## config.mk

```make
export PLATFORM = sky130hd
export DESIGN_NAME = hse_match
export DESIGN_NICKNAME = d
export VERILOG_FILES = /design/src/sv/hse_pkg.sv /design/src/sv/hse_match.sv
export SDC_FILE = /design/constraint.sdc
export NUM_CORES = 1
export LEC_CHECK = 0
export ABC_AREA = 1
export BUFFER_PORTS_ARGS = -buffer_cell sky130_fd_sc_hd__buf_2
export CAP_MARGIN = 25
export CELL_PAD_IN_SITES_DETAIL_PLACEMENT = 1
export CELL_PAD_IN_SITES_GLOBAL_PLACEMENT = 2
export CORE_UTILIZATION = 17
export DETAILED_ROUTE_END_ITERATION = 6
export GPL_TIMING_DRIVEN = 0
export PLACE_DENSITY = 0.8
export SYNTH_ARGS = -nofsm -noshare
export SYNTH_HDL_FRONTEND = slang
export SYNTH_SLANG_ARGS = --single-unit
```

## constraint.sdc

```tcl
create_clock -name vclk -period 3.5
set_clock_uncertainty 0.15 [all_clocks]
set_input_delay 1.05 -clock vclk [all_inputs]
set_output_delay 1.05 -clock vclk [all_outputs]
set_load 0.005 [all_outputs]
```

## src/sv/hse_pkg.sv

```systemverilog
// ----------------------------------------------------------------------------
// hse_pkg
// Types and constants shared by the hash set engine modules.
// ----------------------------------------------------------------------------
package hse_pkg;

  localparam int KEY_W       = 32;
  localparam int HASH_W      = 24;          // hash < 10000010
  localparam int RED_W       = 29;          // (h + d) * 31 + 7 < 2^29
  localparam int STEP_W      = 5;
  localparam int HRED_STEPS  = 5;           // reduction by M << 4 .. M << 0

  localparam logic [RED_W-1:0] HASH_MOD = RED_W'(10000010);
  localparam logic [RED_W-1:0] HASH_MUL = RED_W'(31);
  localparam logic [RED_W-1:0] HASH_ADD = RED_W'(7);
  localparam logic [KEY_W-1:0] RADIX    = KEY_W'(10);

  // n / 10 == (n * 0xCCCCCCCD) >> 35 for every 32-bit n
  localparam logic [KEY_W-1:0] DIV10_MUL = 32'hCCCC_CCCD;
  localparam int               DIV10_SH  = 35;
  localparam int               QUOT_W    = 29;

  typedef enum logic [1:0] {
    OP_INSERT = 2'd0,
    OP_FIND   = 2'd1,
    OP_DELETE = 2'd2
  } opcode_t;

  typedef enum logic [1:0] {
    ST_OK     = 2'd0,
    ST_FULL   = 2'd1,
    ST_ABSENT = 2'd2
  } status_t;

  typedef enum logic [2:0] {
    S_CLEAR,
    S_IDLE,
    S_DIV,
    S_FOLD,
    S_HRED,
    S_READ,
    S_UPD
  } state_t;

  typedef struct packed {
    logic    found;
    status_t status;
    logic    val_we;
    logic    vld_we;
  } hse_upd_t;

endpackage

```

## src/sv/hse_match.sv

```systemverilog
// ----------------------------------------------------------------------------
// hse_match
// Bucket row lookup: finds the first matching and first free slot and
// builds the row to write back for the operation.
// ----------------------------------------------------------------------------
module hse_match
  import hse_pkg::*;
#(
  parameter int WAYS = 4
) (
  input  logic [KEY_W-1:0]      key_value,
  input  logic [1:0]            opcode,
  input  logic [WAYS*KEY_W-1:0] row_val,
  input  logic [WAYS-1:0]       row_vld,
  output logic [WAYS*KEY_W-1:0] new_val,
  output logic [WAYS-1:0]       new_vld,
  output hse_upd_t              upd
);

  logic [WAYS-1:0] hit;
  logic [WAYS-1:0] first_hit;
  logic [WAYS-1:0] first_free;
  logic            any_hit;
  logic            any_free;

  always_comb begin
    any_hit    = 1'b0;
    any_free   = 1'b0;
    first_hit  = '0;
    first_free = '0;
    for (int w = 0; w < WAYS; w++) begin
      hit[w] = row_vld[w] && (row_val[w*KEY_W +: KEY_W] == key_value);
      if (hit[w] && !any_hit) begin
        first_hit[w] = 1'b1;
        any_hit      = 1'b1;
      end
      if (!row_vld[w] && !any_free) begin
        first_free[w] = 1'b1;
        any_free      = 1'b1;
      end
    end
  end

  always_comb begin
    new_val    = row_val;
    new_vld    = row_vld;
    upd.found  = any_hit;
    upd.status = ST_OK;
    upd.val_we = 1'b0;
    upd.vld_we = 1'b0;
    case (opcode)
      OP_INSERT: begin
        if (any_free) begin
          upd.val_we = 1'b1;
          upd.vld_we = 1'b1;
          new_vld    = row_vld | first_free;
          for (int w = 0; w < WAYS; w++) begin
            if (first_free[w]) begin
              new_val[w*KEY_W +: KEY_W] = key_value;
            end
          end
        end else begin
          upd.status = ST_FULL;
        end
      end
      OP_DELETE: begin
        if (any_hit) begin
          upd.vld_we = 1'b1;
          new_vld    = row_vld & ~first_hit;
        end else begin
          upd.status = ST_ABSENT;
        end
      end
      default: begin
      end
    endcase
  end

endmodule

```

==> impl_metrics.env, run 1 <==
export IMPL_run_status="finished, violations left"
export IMPL_violations="negative setup slack"
export IMPL_tightest_slew_ns=0.3384
export IMPL_ys_warn_count=0
export IMPL_worstPathArrival_ns=2.38
export IMPL_drt_iter0_drc=273
export IMPL_worst_path_buf_inv=3
export IMPL_drive_above_1_share=0.4806
export IMPL_synthCells=855
export IMPL_port_buffers=290
export IMPL_antenna_left=0
export IMPL_drt_pass1_iterations=5
export IMPL_syn_area_mm2=0.003970
export IMPL_overflow=0
export IMPL_critPathCaptureType="output port"
export IMPL_critPathTopFamily="simple AND/OR/NAND/NOR gates"
export IMPL_max_stage_delay_ns=0.18
export IMPL_die_y_um=154.8
export IMPL_max_slew_margin=0.7723
export IMPL_p_per_area_mw_per_mm2=126.4
export IMPL_dp_hpwl_um=24110
export IMPL_vias_per_cell=4.579
export IMPL_seqCellArea_um2=0
export IMPL_post_route_period_util=1.024
export IMPL_nets=1354
export IMPL_seq_cell_count=0
export IMPL_start_util=0.1743
export IMPL_antenna_found_initial=0
export IMPL_rsz0062_at_grt="yes"
export IMPL_setup_ws_ns=-0.08300
export IMPL_hold_viol_final=0
export IMPL_crit_top_cell="nand2_1"
export IMPL_avgSynthCellArea_um2=4.643
export IMPL_path_max_fanout=6
export IMPL_grt_max_degree=11
export IMPL_vdd_drop_max_uv=49.20
export IMPL_core_area_mm2=0.02278
export IMPL_startpoint_type="input port"
export IMPL_dieArea_mm2=0.02397
export IMPL_nClkBuffers=0
export IMPL_globalRouteTotalUtil=0.2319
export IMPL_vias=6869
export IMPL_gp_congestion=0.9232
export IMPL_synth_nets=1021
export IMPL_io_pins=303
export IMPL_final_setup_viol_count=5
export IMPL_die_w_um=154.8
export IMPL_drcViolationCount=0
export IMPL_fin_cells=1500
export IMPL_whs_ns=2.255
export IMPL_path_class="in -> out"
export IMPL_hold_buffers=0
export IMPL_hp_class="in -> out"
export IMPL_max_freq_mhz=279.1
export IMPL_crit_chain="buf_8 > inv_4 > nand2_4 > nand2_2 > nor3_2 > nand2_1 > nor2_1 > nand2_1 > nor2_4 > nand4_1 > nand2_1 > nand3_2 > buf_2"
export IMPL_drv_slew=0
export IMPL_yosysSeqAreaShare=0
export IMPL_grt_pass1_vias=7091
export IMPL_leakage_nw=4.223
export IMPL_critPathSlowestCell="nor3_2"
export IMPL_wl_um=29500
export IMPL_wl_per_cell_um=19.67
export IMPL_placementRows=55
export IMPL_post_synth_num_cell_types=35
export IMPL_period_needed_ns=3.583
export IMPL_syn_to_final_growth_pct=98.61
export IMPL_setup_tns_ns=-0.1849
export IMPL_cap_violations=0
export IMPL_grt_pass1_wl_um=42520
export IMPL_p_total_w=0.0009970
export IMPL_worstPathRequired_ns=2.30
export IMPL_place_inst=1458
-- per-layer routing --
metal	part of all wire	GRT usage	wire [um]	vias to the layer above
met4	0.017	0.03583	497	0
met1	0.42	0.2839	12500	3246
met3	0.051	0.02690	1517	29
li1	-	-	-	3350
met2	0.51	0.4370	14980	244
met5	0	0	0	-
-- power by group --
part | internal [W] | switching, W
clock | 0.0000000000385 | 0
sequential | 0 | 0
combinational | 0.000450 | 0.000547
-- placed cells by master (no fill, tap or decap), types with 4 or more instances in the layout --
cell type / n
inv_4: 18
inv_2: 13
buf_2: 251
o21ai_0: 84
o21ai_2: 14
buf_6: 35
buf_8: 8
nor2_4: 7
nand2_4: 13
buf_4: 42
inv_6: 6
nand2_1: 310
inv_1: 64
clkbuf_4: 5
xnor2_1: 33
clkbuf_16: 7
nand3_1: 11
buf_12: 18
nand3_4: 5
o21ai_1: 35
xnor2_2: 13
nand4_1: 19
nor3_2: 4
nand2_2: 49
nor2_2: 19
nand3_2: 4
or2_4: 5
nor2_1: 44
xnor2_4: 14
-- through the flow --
stage | worst slack (ns) | utilization | area, um^2
after global routing | -0.1746 | 0.3461 | 7883
after detailed placement | -0.4792 | 0.2552 | 5813
final | -0.08300 | 0.3462 | 7885
after CTS | -0.07036 | 0.3133 | 7136
after floorplan | 0.2204 | - | 3970
after global placement | -0.4625 | 0.2552 | 5813
-- cell type report --
type / instances / area [um^2]
antenna: 1 / 2.502
buffer: 38 / 513.0
fill: 3020 / 14890
inverter: 103 / 478.0
multi-input combinational: 714 / 4320
tap: 313 / 391.6
timing repair buffer: 330 / 2173
timing repair inverter: 1 / 6.256
-- synth_stat cells (all sizes together), types with 3 or more instances --
cell / count / area, um^2
nor3b: 3 / 22.52
xnor2: 60 / 525.5
nand4: 21 / 143.9
nand3: 19 / 105.1
nor4: 4 / 25.02
inv: 103 / 386.6
nor2: 70 / 275.3
or2: 6 / 37.54
buf: 21 / 146.4
o21ai: 136 / 680.7
nor3: 7 / 40.04
nand2: 372 / 1409
clkbuf: 18 / 68.81
xor2: 3 / 26.28
a21oi: 4 / 20.02
-- worst paths after layout --
kind	startpoint	to	slack [ns]	depth (start not counted)
worst min-delay path	row_val[89]	new_val[89]	2.25	4
worst max-delay path	key_value[31]	new_vld[3]	-0.08	13
-- cells by family after synthesis --
group / synth area share
simple gates: 0.5254
compound gates: 0.1841
buf+inv: 0.1516
xor+xnor: 0.1390
-- what timing repair did --
action	4_1_cts	5_1_grt
setup endpoints to repair	135	117
setup buffers	24	10
gates resized for setup	308	159
pin swaps	61	42
gates cloned	1	7
Power figures use the tool's default switching activity.
==> inputs of run 2 (changes only) <==
clock period = 3.39 ns   (was 3.5 ns; I/O delays follow)
==> run 2 against run 1 <==
The run still ends with negative setup slack left. Combinational power up 6%. First-iteration DRC count is 5.1% higher. Flip-flop and latch count stayed put. Final cell count hardly changed. Utilization increased by 0.98 points. Critical path depth is 2 lower. Clock-buffer cell count unchanged. Critical endpoint unchanged. Largest cell class unchanged.
==> impl_metrics.env, run 2 (synthesis results as in run 1) <==
export IMPL_postPlaceCellArea_mm2=0.005813
export IMPL_nets=1355
export IMPL_startpoint_type="input port"
export IMPL_core_area_mm2=0.02278
export IMPL_whs_ns=2.176
export IMPL_vias=6914
export IMPL_p_per_area_mw_per_mm2=131.2
export IMPL_final_cell_mix="nand2_1 (286), buf_2 (253), nand2_2 (70), inv_1 (66), o21ai_0 (53)"
export IMPL_path_class="in -> out"
export IMPL_placementRows=55
export IMPL_max_stage_delay_ns=0.22
export IMPL_globalRouteTotalUtil=0.2328
export IMPL_antenna_left=0
export IMPL_final_setup_viol_count=22
export IMPL_worstPathArrival_ns=2.41
export IMPL_fin_util=0.3559
export IMPL_pwr_share_clk=0
export IMPL_violations="negative setup slack"
export IMPL_drt_iter0_drc=287
export IMPL_leakage_nw=4.339
export IMPL_grt_pass1_vias=7082
export IMPL_setup_ws_ns=-0.1828
export IMPL_max_slew_margin=0.7637
export IMPL_intPower_w=0.0004798
export IMPL_antenna_found_initial=0
export IMPL_grt_max_degree=11
export IMPL_fin_cells=1501
export IMPL_post_route_period_util=1.054
export IMPL_seqCellArea_um2=0
export IMPL_path_max_fanout=6
export IMPL_path_depth=11
export IMPL_worstPathRequired_ns=2.22
export IMPL_dieArea_mm2=0.02397
export IMPL_max_freq_mhz=279.9
export IMPL_critPathTopFamily="simple AND/OR/NAND/NOR gates"
export IMPL_rsz0062_at_grt="yes"
export IMPL_seq_cell_count=0
export IMPL_nClkBuffers=0
export IMPL_run_status="finished, violations left"
export IMPL_syn_to_final_growth_pct=104.2
export IMPL_die_w_um=154.8
export IMPL_hp_class="in -> out"
export IMPL_drv_slew=0
export IMPL_finalInstanceArea_mm2=0.008108
export IMPL_vias_per_cell=4.606
export IMPL_worst_path_buf_inv=3
export IMPL_cp_endpoint="new_vld[3]"
export IMPL_gp_congestion=0.9232
export IMPL_start_util=0.1743
export IMPL_p_sw_frac=0.5491
export IMPL_drt_pass1_iterations=4
export IMPL_dp_hpwl_um=24110
export IMPL_critPathSlowestCell="inv_1"
export IMPL_tightest_slew_ns=0.3512
export IMPL_wl_per_cell_um=19.92
export IMPL_combinationalPowerShare=1.000
export IMPL_p_seq_frac=0
export IMPL_overflow=0
export IMPL_drcViolationCount=0
export IMPL_wl_um=29890
export IMPL_final_common_cell="nand2_1"
export IMPL_period_needed_ns=3.573
export IMPL_setup_tns_ns=-0.8406
export IMPL_hold_viol_final=0
export IMPL_cap_violations=0
export IMPL_crit_chain="clkbuf_16 > inv_1 > nor2_1 > nor2_1 > nand3_1 > nor2_2 > nand3_2 > nand4_1 > nand2_1 > nand3_2 > buf_2"
export IMPL_die_y_um=154.8
export IMPL_drive_above_1_share=0.5257
export IMPL_critPathCaptureType="output port"
export IMPL_critPathLaunch="key_value[24]"
export IMPL_port_buffers=290
export IMPL_place_inst=1458
export IMPL_grt_pass1_wl_um=42530
export IMPL_io_pins=303
export IMPL_vdd_drop_max_uv=47.26
export IMPL_switching_power_w=0.0005842
-- run 2: changes by cell type in the layout (fill, tap and decap cells not counted), sizes merged --
cell / before / now
nand3: 20 / 19
inv: 103 / 102
buf: 354 / 352
clkbuf: 14 / 19
-- run 2: worst min path at each step --
stage | slack [ns] | depth (start not counted) | endpoint | from
6_report | 2.18 | 4 | new_val[29] | row_val[29]
5_1_grt | 2.19 | 4 | new_val[29] | row_val[29]
4_1_cts | 2.19 | 4 | new_val[92] | row_val[92]
3_5_place_dp | 2.19 | 4 | new_val[89] | row_val[89]
3_3_place_gp | 2.19 | 4 | new_val[93] | row_val[93]
2_1_floorplan | 1.95 | 1 | upd[1] | row_vld[3]
-- run 2: area by class of cell --
| class | count | area [um^2] |
|---|---|---|
| well taps | 313 | 391.6 |
| inverters | 103 | 465.4 |
| diodes | 1 | 2.502 |
| fillers | 2980 | 14670 |
| plain buffers | 38 | 580.6 |
| repair buffers | 333 | 2190 |
| multi-input cells | 713 | 4478 |
-- run 2: per-layer routing --
metal | up-vias | routed length, um | track usage | share of wire
met5 | - | 0 | 0 | 0
met4 | 0 | 460 | 0.03960 | 0.015
met3 | 26 | 1269 | 0.02522 | 0.042
met2 | 228 | 15440 | 0.4353 | 0.52
met1 | 3309 | 12730 | 0.2875 | 0.43
li1 | 3351 | - | - | -
-- run 2: worst min-delay path, cell delays in order --
cell     delay [ns]
buf_6          0.10
nand2_2        0.05
o21ai_2        0.04
buf_2          0.10
-- run 2: power groups by stage --
| stage | Clock [W] | Sequential (W) | Combinational (W) |
|---|---|---|---|
| final | 0.0000000000397 | 0 | 0.00106 |
| after global placement | 0 | 0 | 0.000763 |
| after CTS | 0 | 0 | 0.000947 |
| after detailed placement | 0 | 0 | 0.000771 |
| after global routing | 0 | 0 | 0.00115 |
| after floorplan | 0 | 0 | 0.000369 |
-- run 2: repair_timing --
item	CTS	global route
resized for setup	335	208
endpoints found under the setup margin	135	121
hold buffers	0	0
endpoints found under the hold margin	0	0
gates cloned	1	8
buffers inserted	28	7
pin swaps	58	51
-- run 2: through the flow --
step,total power (W),setup slack [ns]
after floorplan,0.0003693,0.1764
after global placement,0.0007628,-0.5065
after detailed placement,0.0007714,-0.5232
after CTS,0.0009470,-0.1132
after global routing,0.001151,-0.2606
final,0.001064,-0.1828
