File: src/sv/hse_pkg.sv
// ----------------------------------------------------------------------------
// hse_pkg
// Types and constants shared by the hash set engine modules.
// ----------------------------------------------------------------------------
package hse_pkg;

  localparam int KEY_W       = 32;
  localparam int HASH_W      = 24;          // hash < 10000010
  localparam int RED_W       = 29;          // (h + d) * 31 + 7 < 2^29
  localparam int STEP_W      = 5;
  localparam int HRED_STEPS  = 5;           // reduction by M << 4 .. M << 0

  localparam logic [RED_W-1:0] HASH_MOD = RED_W'(10000010);
  localparam logic [RED_W-1:0] HASH_MUL = RED_W'(31);
  localparam logic [RED_W-1:0] HASH_ADD = RED_W'(7);
  localparam logic [KEY_W-1:0] RADIX    = KEY_W'(10);

  // n / 10 == (n * 0xCCCCCCCD) >> 35 for every 32-bit n
  localparam logic [KEY_W-1:0] DIV10_MUL = 32'hCCCC_CCCD;
  localparam int               DIV10_SH  = 35;
  localparam int               QUOT_W    = 29;

  typedef enum logic [1:0] {
    OP_INSERT = 2'd0,
    OP_FIND   = 2'd1,
    OP_DELETE = 2'd2
  } opcode_t;

  typedef enum logic [1:0] {
    ST_OK     = 2'd0,
    ST_FULL   = 2'd1,
    ST_ABSENT = 2'd2
  } status_t;

  typedef enum logic [2:0] {
    S_CLEAR,
    S_IDLE,
    S_DIV,
    S_FOLD,
    S_HRED,
    S_READ,
    S_UPD
  } state_t;

  typedef struct packed {
    logic    found;
    status_t status;
    logic    val_we;
    logic    vld_we;
  } hse_upd_t;

endpackage

File: src/sv/hse_csub.sv
// ----------------------------------------------------------------------------
// hse_csub
// Shared compare-subtract step used for every modular reduction.
// ----------------------------------------------------------------------------
module hse_csub
  import hse_pkg::*;
(
  input  logic [RED_W-1:0] rem_in,
  input  logic [RED_W-1:0] dvs,
  output logic [RED_W-1:0] rem_out
);

  assign rem_out = (rem_in >= dvs) ? (rem_in - dvs) : rem_in;

endmodule

File: config.mk
export PLATFORM = sky130hd
export DESIGN_NAME = hse_csub
export DESIGN_NICKNAME = d
export VERILOG_FILES = /design/src/sv/hse_pkg.sv /design/src/sv/hse_csub.sv
export SDC_FILE = /design/constraint.sdc
export NUM_CORES = 1
export LEC_CHECK = 0
export BUFFER_PORTS_ARGS = -buffer_cell sky130_fd_sc_hd__buf_2
export CAP_MARGIN = 20
export CORE_UTILIZATION = 50
export DETAILED_ROUTE_END_ITERATION = 12
export PLACE_DENSITY_LB_ADDON = 0.1
export SYNTH_ARGS = -nofsm -noshare
export SYNTH_HDL_FRONTEND = slang
export SYNTH_SLANG_ARGS = --single-unit
File: constraint.sdc
create_clock -name vclk -period 7.6
set_clock_uncertainty 0.15 [all_clocks]
set_input_delay 0.76 -clock vclk [all_inputs]
set_output_delay 0.76 -clock vclk [all_outputs]
set_load 0.05 [all_outputs]
==> results of run 1 <==
-- power by group through the flow --
| stage | logic (mW) | registers [mW] | clock network [mW] |
|---|---|---|---|
| after global routing | 0.336 | 0 | 0 |
| after global placement | 0.308 | 0 | 0 |
| after floorplan | 0.250 | 0 | 0 |
| after CTS | 0.311 | 0 | 0 |
| after detailed placement | 0.309 | 0 | 0 |
| final | 0.310 | 0 | 0 |
-- per-stage QoR --
step	hold WS, ps	power, mW	instance area [um2]	instances
6_report	1810	0.310	2380	421
5_1_grt	1820	0.336	2380	421
4_1_cts	1810	0.311	2380	421
3_5_place_dp	1810	0.309	2380	421
3_3_place_gp	1800	0.308	2380	421
2_1_floorplan	1610	0.250	1960	293
-- kinds of logic after synthesis --
logic type | Yosys count | synth area share
AND/OR/NAND/NOR | 82 | 0.210
buffers and inverters | 45 | 0.109
multiplexers | 7 | 0.0403
adder cells (fa/ha/maj) | 30 | 0.196
XOR/XNOR | 25 | 0.112
AO/OA/AOI/OAI | 104 | 0.333
-- tightest hold or removal path: cells and delay by family --
kind,cells,cell delay (ps)
AND/OR/NAND/NOR,1,90
buffers and inverters,2,310
AO/OA/AOI/OAI,1,40
-- metal layers --
layer	vias to the layer above	global-route usage
li1	1229	-
met1	983	0.337
met2	71	0.367
met3	2	0.0106
met4	0	0.00833
met5	-	0
-- cell type report --
cell class	count	area (um2)	share of cell area
multi-input cells	248	1740	0.731
inverters	37	139	0.0582
well taps	48	60.1	0.0252
repair buffers	88	443	0.186
-- how the worst min path moves through the flow --
stage	startpoint	end	slack, ps	cells past startpoint
2_1_floorplan	rem_in[19]	rem_out[19]	1610	2
3_3_place_gp	rem_in[3]	rem_out[3]	1800	4
3_5_place_dp	rem_in[22]	rem_out[22]	1810	4
4_1_cts	rem_in[5]	rem_out[5]	1810	4
5_1_grt	rem_in[26]	rem_out[26]	1820	4
6_report	rem_in[5]	rem_out[5]	1810	4
-- cells in the final DEF (no fill, tap or decap), types with 2 or more instances in the layout --
cell,n
nor2_1,31
nand4_1,10
a21oi_1,49
nand2_1,11
nor3b_1,2
a31o_2,2
a31oi_1,4
xor2_1,10
or3_1,2
mux2_1,4
a21boi_0,2
a21o_1,11
nand2b_1,5
nor3_1,4
buf_2,87
and4_1,2
nor4_1,2
mux2_2,3
inv_1,37
o21ai_0,16
ha_1,29
nand3_1,4
o211ai_1,2
a211o_1,2
xnor2_1,15
nand3b_1,4
or2_2,2
==> summary.txt, run 1 <==
Status
  – Status: complete, no violations

Worst setup path
  – Top cell family by delay on the critical path: simple AND/OR/NAND/NOR gates
  – CP startpoint: rem_in[23]
  – Startpoint types: primary input
  – Crit path max fanout: 43
  – Kind of critical path: in2out
  – Worst Path Arrival: 3690 ps
  – Cell mode on critical path: buf_2
  – CP bufs+invs: 3
  – Critical Path End Type: output pin
  – CP Capture Point: rem_out[4]
  – WP data required: 6690 ps
  – Critical path's largest stage delay: 570 ps
  – Slowest cell on crit path: or4_1
  – Cell Chain, Critical Path: buf_2, ha_1, nand4_1, or4_1, nor4_1, a211o_1, a21oi_2, o21ai_4, buf_4, mux2_2, buf_2
  – Worst path depth: 11

Detailed routing
  – Metal3 WL: 230 um
  – DRC violations left: 0
  – Met1 WL: 2430 um
  – Via count: 2,285
  – Drt total wl: 4630 um
  – Detailed-route wire length per cell: 11.0 um
  – Vias/cell: 5.43
  – Drt pass-1 iters: 4
  – Initial drt markers: 86
  – Met2 Wirelength: 1970 um
  – Highest Signal Layer: met4
  – Post-route ant nets: 0

Timing
  – Worst Tran Pin Value: 426 ps
  – Slew headroom: 0.715
  – Hold Violations, Final: 0
  – Total negative slack: 0 ps
  – Fin worst setup slack: 3000 ps
  – Final min period: 4600 ps
  – Max-slew violations: 0
  – Endpoints failing setup: 0
  – RSZ-0062 raised after global routing: false
  – Maximum clock frequency: 217 MHz
  – Period utilization: 0.606

Global route
  – Initial antenna violation count: 0
  – Global Route Usage Sum: 0.225
  – First-pass GRT wire length: 8000 um
  – Vias in the first global route: 1,881
  – GRT overflow: 0
  – Largest net degree at the start of global routing: 44

Cells and area
  – Number of nets in the layout: 463
  – Diodes inserted: 0
  – Area growth from synthesis to layout: 21.9%
  – FF+latch area: 0 um2
  – Layout cells sized above 1: 0.265
  – Final core utilization: 0.642
  – Fillers: 378
  – Layout clock buffers: 0
  – Seq_cells: 0

Job
  – Max Cap Viol: 0

Placed design
  – Pre-CTS setup slack: 3030 ps
  – Final HPWL DP: 3980 um
  – I/O Buffers: 87
  – Gpl congestion: 0.893

Floorplan
  – I/O pin cnt: 87
  – Core ar.: 3720 um2
  – Die Y: 64.5 um
  – FP Rows: 22
  – Initial Utilization: 0.526
  – Die area: 4170 um2
  – Die Wd: 64.5 um

Pwr
  – Net Sw Power: 0.208 mW
  – Design internal power: 0.102 mW
  – Maximum VDD drop: 73.9 uV
  – Leakage: 1.25 nW
  – Clk network pwr share: 0
  – Logic pwr share: 1.000
  – Sw frac: 0.672
  – Power density over the cells: 130 nW/um2
  – Reg power frac: 0

Synthesis
  – Syn Inst Count: 293
  – Most frequent cell after synthesis: a21oi_1
  – Mapped Area: 1960 um2
  – Synth cell count leaders: a21oi_1, inv_1, nor2_1, ha_1, o21ai_0
  – YS warnings: 0
  – Seq/Total Area, Yosys: 0
  – Synth area leaders: ha_1, a21oi_1, inv_1
  – Area leader, netlist: ha_1
  – Synth unique cells: 50
  – Area share of the largest cell type after synthesis: 0.186
  – Syn nets: 381
  – Synth Area per Inst: 6.67 um2

Clock network
  – Resize count post-CTS: 0
  – Cts hold-fix bufs: 0
  – Post-CTS Setup Bufs: 0

Worst hold path
  – Hold crit path type: in2out
Note: power is estimated with default switching activity, not from simulation.
==> run 2, diff against run 1 <==
Settings changed: ABC_AREA set to 1.
Clock period 7.6 ns to 3.92 ns, I/O delays scaled along.
==> run 2 against run 1 <==
  * Highest routed layer unchanged
  * Setup slack worse by 2200 ps
  * Synthesized area rose by 53%
  * Global-route usage rose by 6.3 points
  * Hold slack worse by 760 ps
  * Critical endpoint is now rem_out[15]
  * Wire length increased by 95%
  * Core utilization shrank 3.0 points
  * Combinational power is 140% higher
  * Sequential cell count did not move
  * Final cell count up 76%
  * Largest power group unchanged
  * Via count is 60% higher
  * Sequential share of layout area did not move
  * Count of clock-buffer cells in the layout is the same
==> summary.txt, run 2 <==
Status
  – Status: complete, no violations

Synthesis
  – Synth unique cells: 30 (-40%)
  – Mapped Area: 2990 um2 (+53%)
  – Most frequent cell after synthesis: nand2_1
  – Synth cell count leaders: nand2_1, inv_1, nand3_1, ha_1, nor2_1
  – Syn nets: 674 (+77%)
  – Area share of the largest cell type after synthesis: 0.294 (+0.108)
  – Synth area leaders: nand2_1, inv_1, ha_1
  – Syn Inst Count: 586 (+100%)
  – YS warnings: 0 (unchanged)
  – Area leader, netlist: nand2_1
  – Synth Area per Inst: 5.10 um2 (-24%)
  – Seq/Total Area, Yosys: 0 (unchanged)

Cells and area
  – Most common cell after layout, fill and taps aside: nand2_1
  – Post-layout instance area: 3450 um2 (+45%)
  – Diodes inserted: 0 (unchanged)
  – Seq_cells: 0 (unchanged)
  – Layout clock buffers: 0 (unchanged)
  – Number of nets in the layout: 758 (+64%)
  – Area growth from synthesis to layout: 15.5%
  – Commonest cells after routing, fill and taps aside: nand2_1, inv_1, buf_2
  – FF+latch area: 0 um2 (unchanged)
  – Layout cells sized above 1: 0.220 (-0.0454)

Placed design
  – Pre-CTS setup slack: 819 ps (-2210 ps)
  – I/O Buffers: 87 (unchanged)
  – DP Area: 3450 um2 (+45%)
  – Gpl congestion: 0.960 (+7.5%)
  – Final HPWL DP: 7600 um (+91%)

Floorplan
  – FP Rows: 27 (+23%)
  – Die Y: 79.3 um (+23%)
  – I/O pin cnt: 87 (unchanged)
  – Die Wd: 79.3 um (+23%)
  – Die area: 6290 um2 (+51%)
  – Initial Utilization: 0.530 (+0.00334)
  – Core ar.: 5640 um2 (+52%)

Global route
  – Largest net degree at the start of global routing: 29 (-34%)
  – Vias in the first global route: 3,259 (+73%)
  – Global Route Usage Sum: 0.288 (+0.0633)
  – First-pass GRT wire length: 14,600 um (+82%)
  – Initial antenna violation count: 0 (unchanged)
  – GRT overflow: 0 (unchanged)

Detailed routing
  – Detailed-route wire length per cell: 12.2 um (+11%)
  – Initial drt markers: 197 (+130%)
  – Drt total wl: 9030 um (+95%)
  – DRC violations left: 0 (unchanged)
  – Drt pass-1 iters: 4 (unchanged)
  – Vias/cell: 4.94 (-8.9%)
  – Post-route ant nets: 0 (unchanged)
  – Via count: 3,657 (+60%)

Clock network
  – Cts hold-fix bufs: 0 (unchanged)
  – Resize count post-CTS: 0 (unchanged)
  – Post-CTS Setup Bufs: 0 (unchanged)

Timing
  – Max-slew violations: 0 (unchanged)
  – Period utilization: 0.802
  – RSZ-0062 raised after global routing: false
  – Maximum clock frequency: 318 MHz
  – Fin worst setup slack: 775 ps (-2220 ps)
  – Final min period: 3150 ps
  – Total negative slack: 0 ps (unchanged)
  – Hold Violations, Final: 0 (unchanged)
  – Worst Tran Pin Value: 470 ps (+44.8 ps)
  – Endpoints failing setup: 0 (unchanged)
  – Hold WS: 1040 ps (-764 ps)
  – Slew headroom: 0.686 (-0.0288)

Worst hold path
  – Hold Crit Depth: 4 (unchanged)
  – Hold crit path type: in2out

Worst setup path
  – Critical Path End Type: output pin
  – Kind of critical path: in2out
  – WP data required: 3380 ps (-3310 ps)
  – Startpoint types: primary input
  – Worst Path Arrival: 2600 ps (-1090 ps)
  – Crit path max fanout: 18 (-58%)

Pwr
  – Maximum VDD drop: 153 uV (+110%)
  – Leakage: 2.37 nW (+89%)
  – Total power: 0.729 mW (+140%)
  – Power density over the cells: 211 nW/um2 (+62%)

Job
  – Max Cap Viol: 0 (unchanged)
run 2: cell count changes in the layout (fill, tap and decap cells not counted), moves of 8 or more:
cell	change
nor2_2	+8
nand2_2	+14
a21o_1	-10
a21oi_1	-36
inv_1	+96
nand3_1	+48
o21ai_0	-16
nand3_2	+24
xnor2_1	-15
nand2_1	+223
run 2: area by class of cell:
type | instances | area (um2)
Fill cell | 666 | 2190
Multi-Input combinational cell | 440 | 2390
Inverter | 139 | 522
Timing Repair Buffer | 89 | 450
Tap cell | 72 | 90.1
run 2: report_power, final:
part,total [mW],leakage (nW),internal [mW],switching (mW)
registers,0,0,0,0
logic,0.729,2.37,0.209,0.520
clock network,0,0,0,0
total,0.729,2.37,0.209,0.520
run 2: stage by stage:
stage | cells | utilization
floorplan | 586 | -
global placement | 740 | 0.611
detailed placement | 740 | 0.611
CTS | 740 | 0.611
global route | 740 | 0.611
finish | 740 | 0.611
run 2: worst max-delay path: stages:
cell	delay, ps
buf_2	110
ha_1	350
nand2_1	120
nor2_1	210
nand2_1	80
clkinv_1	70
nand2_1	50
nand2_1	100
nand2_1	80
nand3_2	230
buf_4	320
nand3_1	140
nand2_1	80
buf_2	260
run 2: per-layer routing:
layer  up-vias  GRT usage  routed length, um
met2        99      0.511               4170
met1      1610      0.393               4350
met4         0     0.0255                 82
li1       1942          -                  -
met5         -          0                  0
met3         6     0.0149                430
run 2: final timing paths:
kind	startpoint	end	slack, ps
worst max-delay path	rem_in[5]	rem_out[15]	770
worst min-delay path	rem_in[3]	rem_out[3]	1040
run 2: cell families (layout without fill, tap and decap cells):
logic type               count (synthesis)  in the layout  synth area share
buffers and inverters                  146            228             0.201
XOR/XNOR                                12             12            0.0352
AND/OR/NAND/NOR                        380            380             0.597
AO/OA/AOI/OAI                           18             18            0.0385
adder cells (fa/ha/maj)                 30             30             0.128
==> run 3, diff against run 2 <==
Clock period 3.92 ns to 2.96 ns, I/O delays scaled along.
==> run 3 against run 2 <==
  * Combinational power grew 35%
  * Via count grew 0.36%
  * Non-clock buffer count grew 3
  * Critical path depth is the same
  * Die area is the same
  * Wire length grew 0.69%
  * Final cell count grew 0.41%
  * Power grew 35%
  * Hold slack lost 190 ps
  * Core utilization grew 1.5 points
  * Critical endpoint is now rem_out[12]
==> summary.txt, run 3 (synthesis results as in run 2) <==
Status
  – Status: complete, no violations

Detailed routing
  – Initial drt markers: 108 (-45%)
  – DRC violations left: 0 (unchanged)
  – Via count: 3,670 (+0.36%)
  – Detailed-route wire length per cell: 12.2 um (+0.28%)
  – Drt pass-1 iters: 4 (unchanged)
  – Post-route ant nets: 0 (unchanged)
  – Drt total wl: 9100 um (+0.69%)
  – Vias/cell: 4.94 (about the same)

Clock network
  – Cts hold-fix bufs: 0 (unchanged)

Floorplan
  – Die area: 6290 um2 (unchanged)
  – I/O pin cnt: 87 (unchanged)
  – FP Rows: 27 (unchanged)
  – Die Y: 79.3 um (unchanged)
  – Die Wd: 79.3 um (unchanged)
  – Core ar.: 5640 um2 (unchanged)
  – Initial Utilization: 0.530 (unchanged)

Global route
  – Global Route Usage Sum: 0.297 (+0.00866)
  – Initial antenna violation count: 0 (unchanged)
  – First-pass GRT wire length: 15,100 um (+3.4%)
  – Vias in the first global route: 3,326 (+2.1%)
  – Largest net degree at the start of global routing: 31 (+6.9%)
  – GRT overflow: 0 (unchanged)

Cells and area
  – Area growth from synthesis to layout: 18.3%
  – Most common cell after layout, fill and taps aside: nand2_1
  – Layout cells sized above 1: 0.227 (+0.00647)
  – Post-layout instance area: 3530 um2 (+2.5%)
  – Final core utilization: 0.627 (+0.0151)
  – Diodes inserted: 0 (unchanged)
  – FF+latch area: 0 um2 (unchanged)
  – Seq_cells: 0 (unchanged)
  – Number of nets in the layout: 761 (+0.40%)
  – Commonest cells after routing, fill and taps aside: nand2_1, inv_1, buf_2
  – Layout clock buffers: 0 (unchanged)
  – Non-filler cells, final: 743 (+0.41%)

Worst setup path
  – Worst Path Arrival: 2380 ps (-220 ps)
  – Crit path max fanout: 4 (-14)
  – CP Capture Point: rem_out[12]
  – Critical Path End Type: output pin
  – Kind of critical path: in2out
  – WP data required: 2510 ps (-870 ps)
  – Startpoint types: primary input
  – CP startpoint: rem_in[0]

Timing
  – Slew headroom: 0.761 (+0.0752)
  – Final min period: 2820 ps
  – Worst Tran Pin Value: 358 ps (-112 ps)
  – Total negative slack: 0 ps (unchanged)
  – Period utilization: 0.954
  – Max-slew violations: 0 (unchanged)
  – Hold Violations, Final: 0 (unchanged)
  – Maximum clock frequency: 354 MHz
  – RSZ-0062 raised after global routing: false
  – Endpoints failing setup: 0 (unchanged)

Pwr
  – Power density over the cells: 279 nW/um2 (+32%)
  – Maximum VDD drop: 180 uV (+18%)
  – Design internal power: 0.291 mW (+40%)
  – Logic pwr share: 1.000 (about the same)
  – Leakage: 2.41 nW (+1.7%)
  – Clk network pwr share: 0 (unchanged)
  – Reg power frac: 0 (unchanged)
  – Net Sw Power: 0.695 mW (+34%)
  – Sw frac: 0.705 (-0.00892)
  – Total power: 0.986 mW (+35%)

Placed design
  – I/O Buffers: 87 (unchanged)
  – Final HPWL DP: 7720 um (+1.6%)
  – DP Area: 3510 um2 (+1.9%)
  – Cells after DPL: 742 (+0.27%)
  – Gpl congestion: 0.916 (-4.6%)

Job
  – Max Cap Viol: 0 (unchanged)

Worst hold path
  – Hold crit path type: in2out
-- run 3: worst min-delay path by stage --
| stage | from | to | depth (start not counted) |
|---|---|---|---|
| floorplan | rem_in[10] | rem_out[10] | 2 |
| global placement | rem_in[7] | rem_out[7] | 4 |
| detailed placement | rem_in[12] | rem_out[12] | 4 |
| CTS | rem_in[12] | rem_out[12] | 4 |
| global route | rem_in[4] | rem_out[4] | 4 |
| finish | rem_in[4] | rem_out[4] | 4 |
-- run 3: through the flow --
step | setup slack [ps] | hold slack [ps]
after floorplan | 379 | 763
after detailed placement | 126 | 848
after global routing | 1.99 | 862
after global placement | 199 | 842
final | 137 | 848
after CTS | 126 | 848
-- run 3: area by class of cell --
cell class / count / area [um2]
well taps: 72 / 90.1
repair buffers: 92 / 528
multi-input cells: 440 / 2390
fillers: 611 / 2110
inverters: 139 / 522
-- run 3: layer usage --
layer  vias to the layer above  GRT usage  share of wire
met1                      1637      0.400           0.48
met5                         -          0              0
met2                        82      0.540           0.48
li1                       1946          -              -
met4                         0     0.0236         0.0059
met3                         5    0.00805          0.033
-- run 3: power by group through the flow --
| stage | Combinational (mW) | Sequential, mW | Clock (mW) |
|---|---|---|---|
| 2_1_floorplan | 0.743 | 0 | 0 |
| 3_3_place_gp | 0.957 | 0 | 0 |
| 3_5_place_dp | 0.972 | 0 | 0 |
| 4_1_cts | 0.975 | 0 | 0 |
| 5_1_grt | 1.08 | 0 | 0 |
| 6_report | 0.986 | 0 | 0 |
-- run 3: repair_timing --
item | 4_1_cts | 5_1_grt
gates resized for setup | 0 | 4
endpoints found under the setup margin | 0 | 4
setup buffers | 0 | 1
-- run 3: critical path: stages --
cell and delay, ps:
buf_2 90, inv_1 70, ha_1 140, inv_1 80, fa_1 430, nand3_1 110
nand3_1 150, nand3_1 120, nand3b_1 170, buf_4 200, xor2_1 130, nand2_1 70
nand2_1 60, buf_2 250
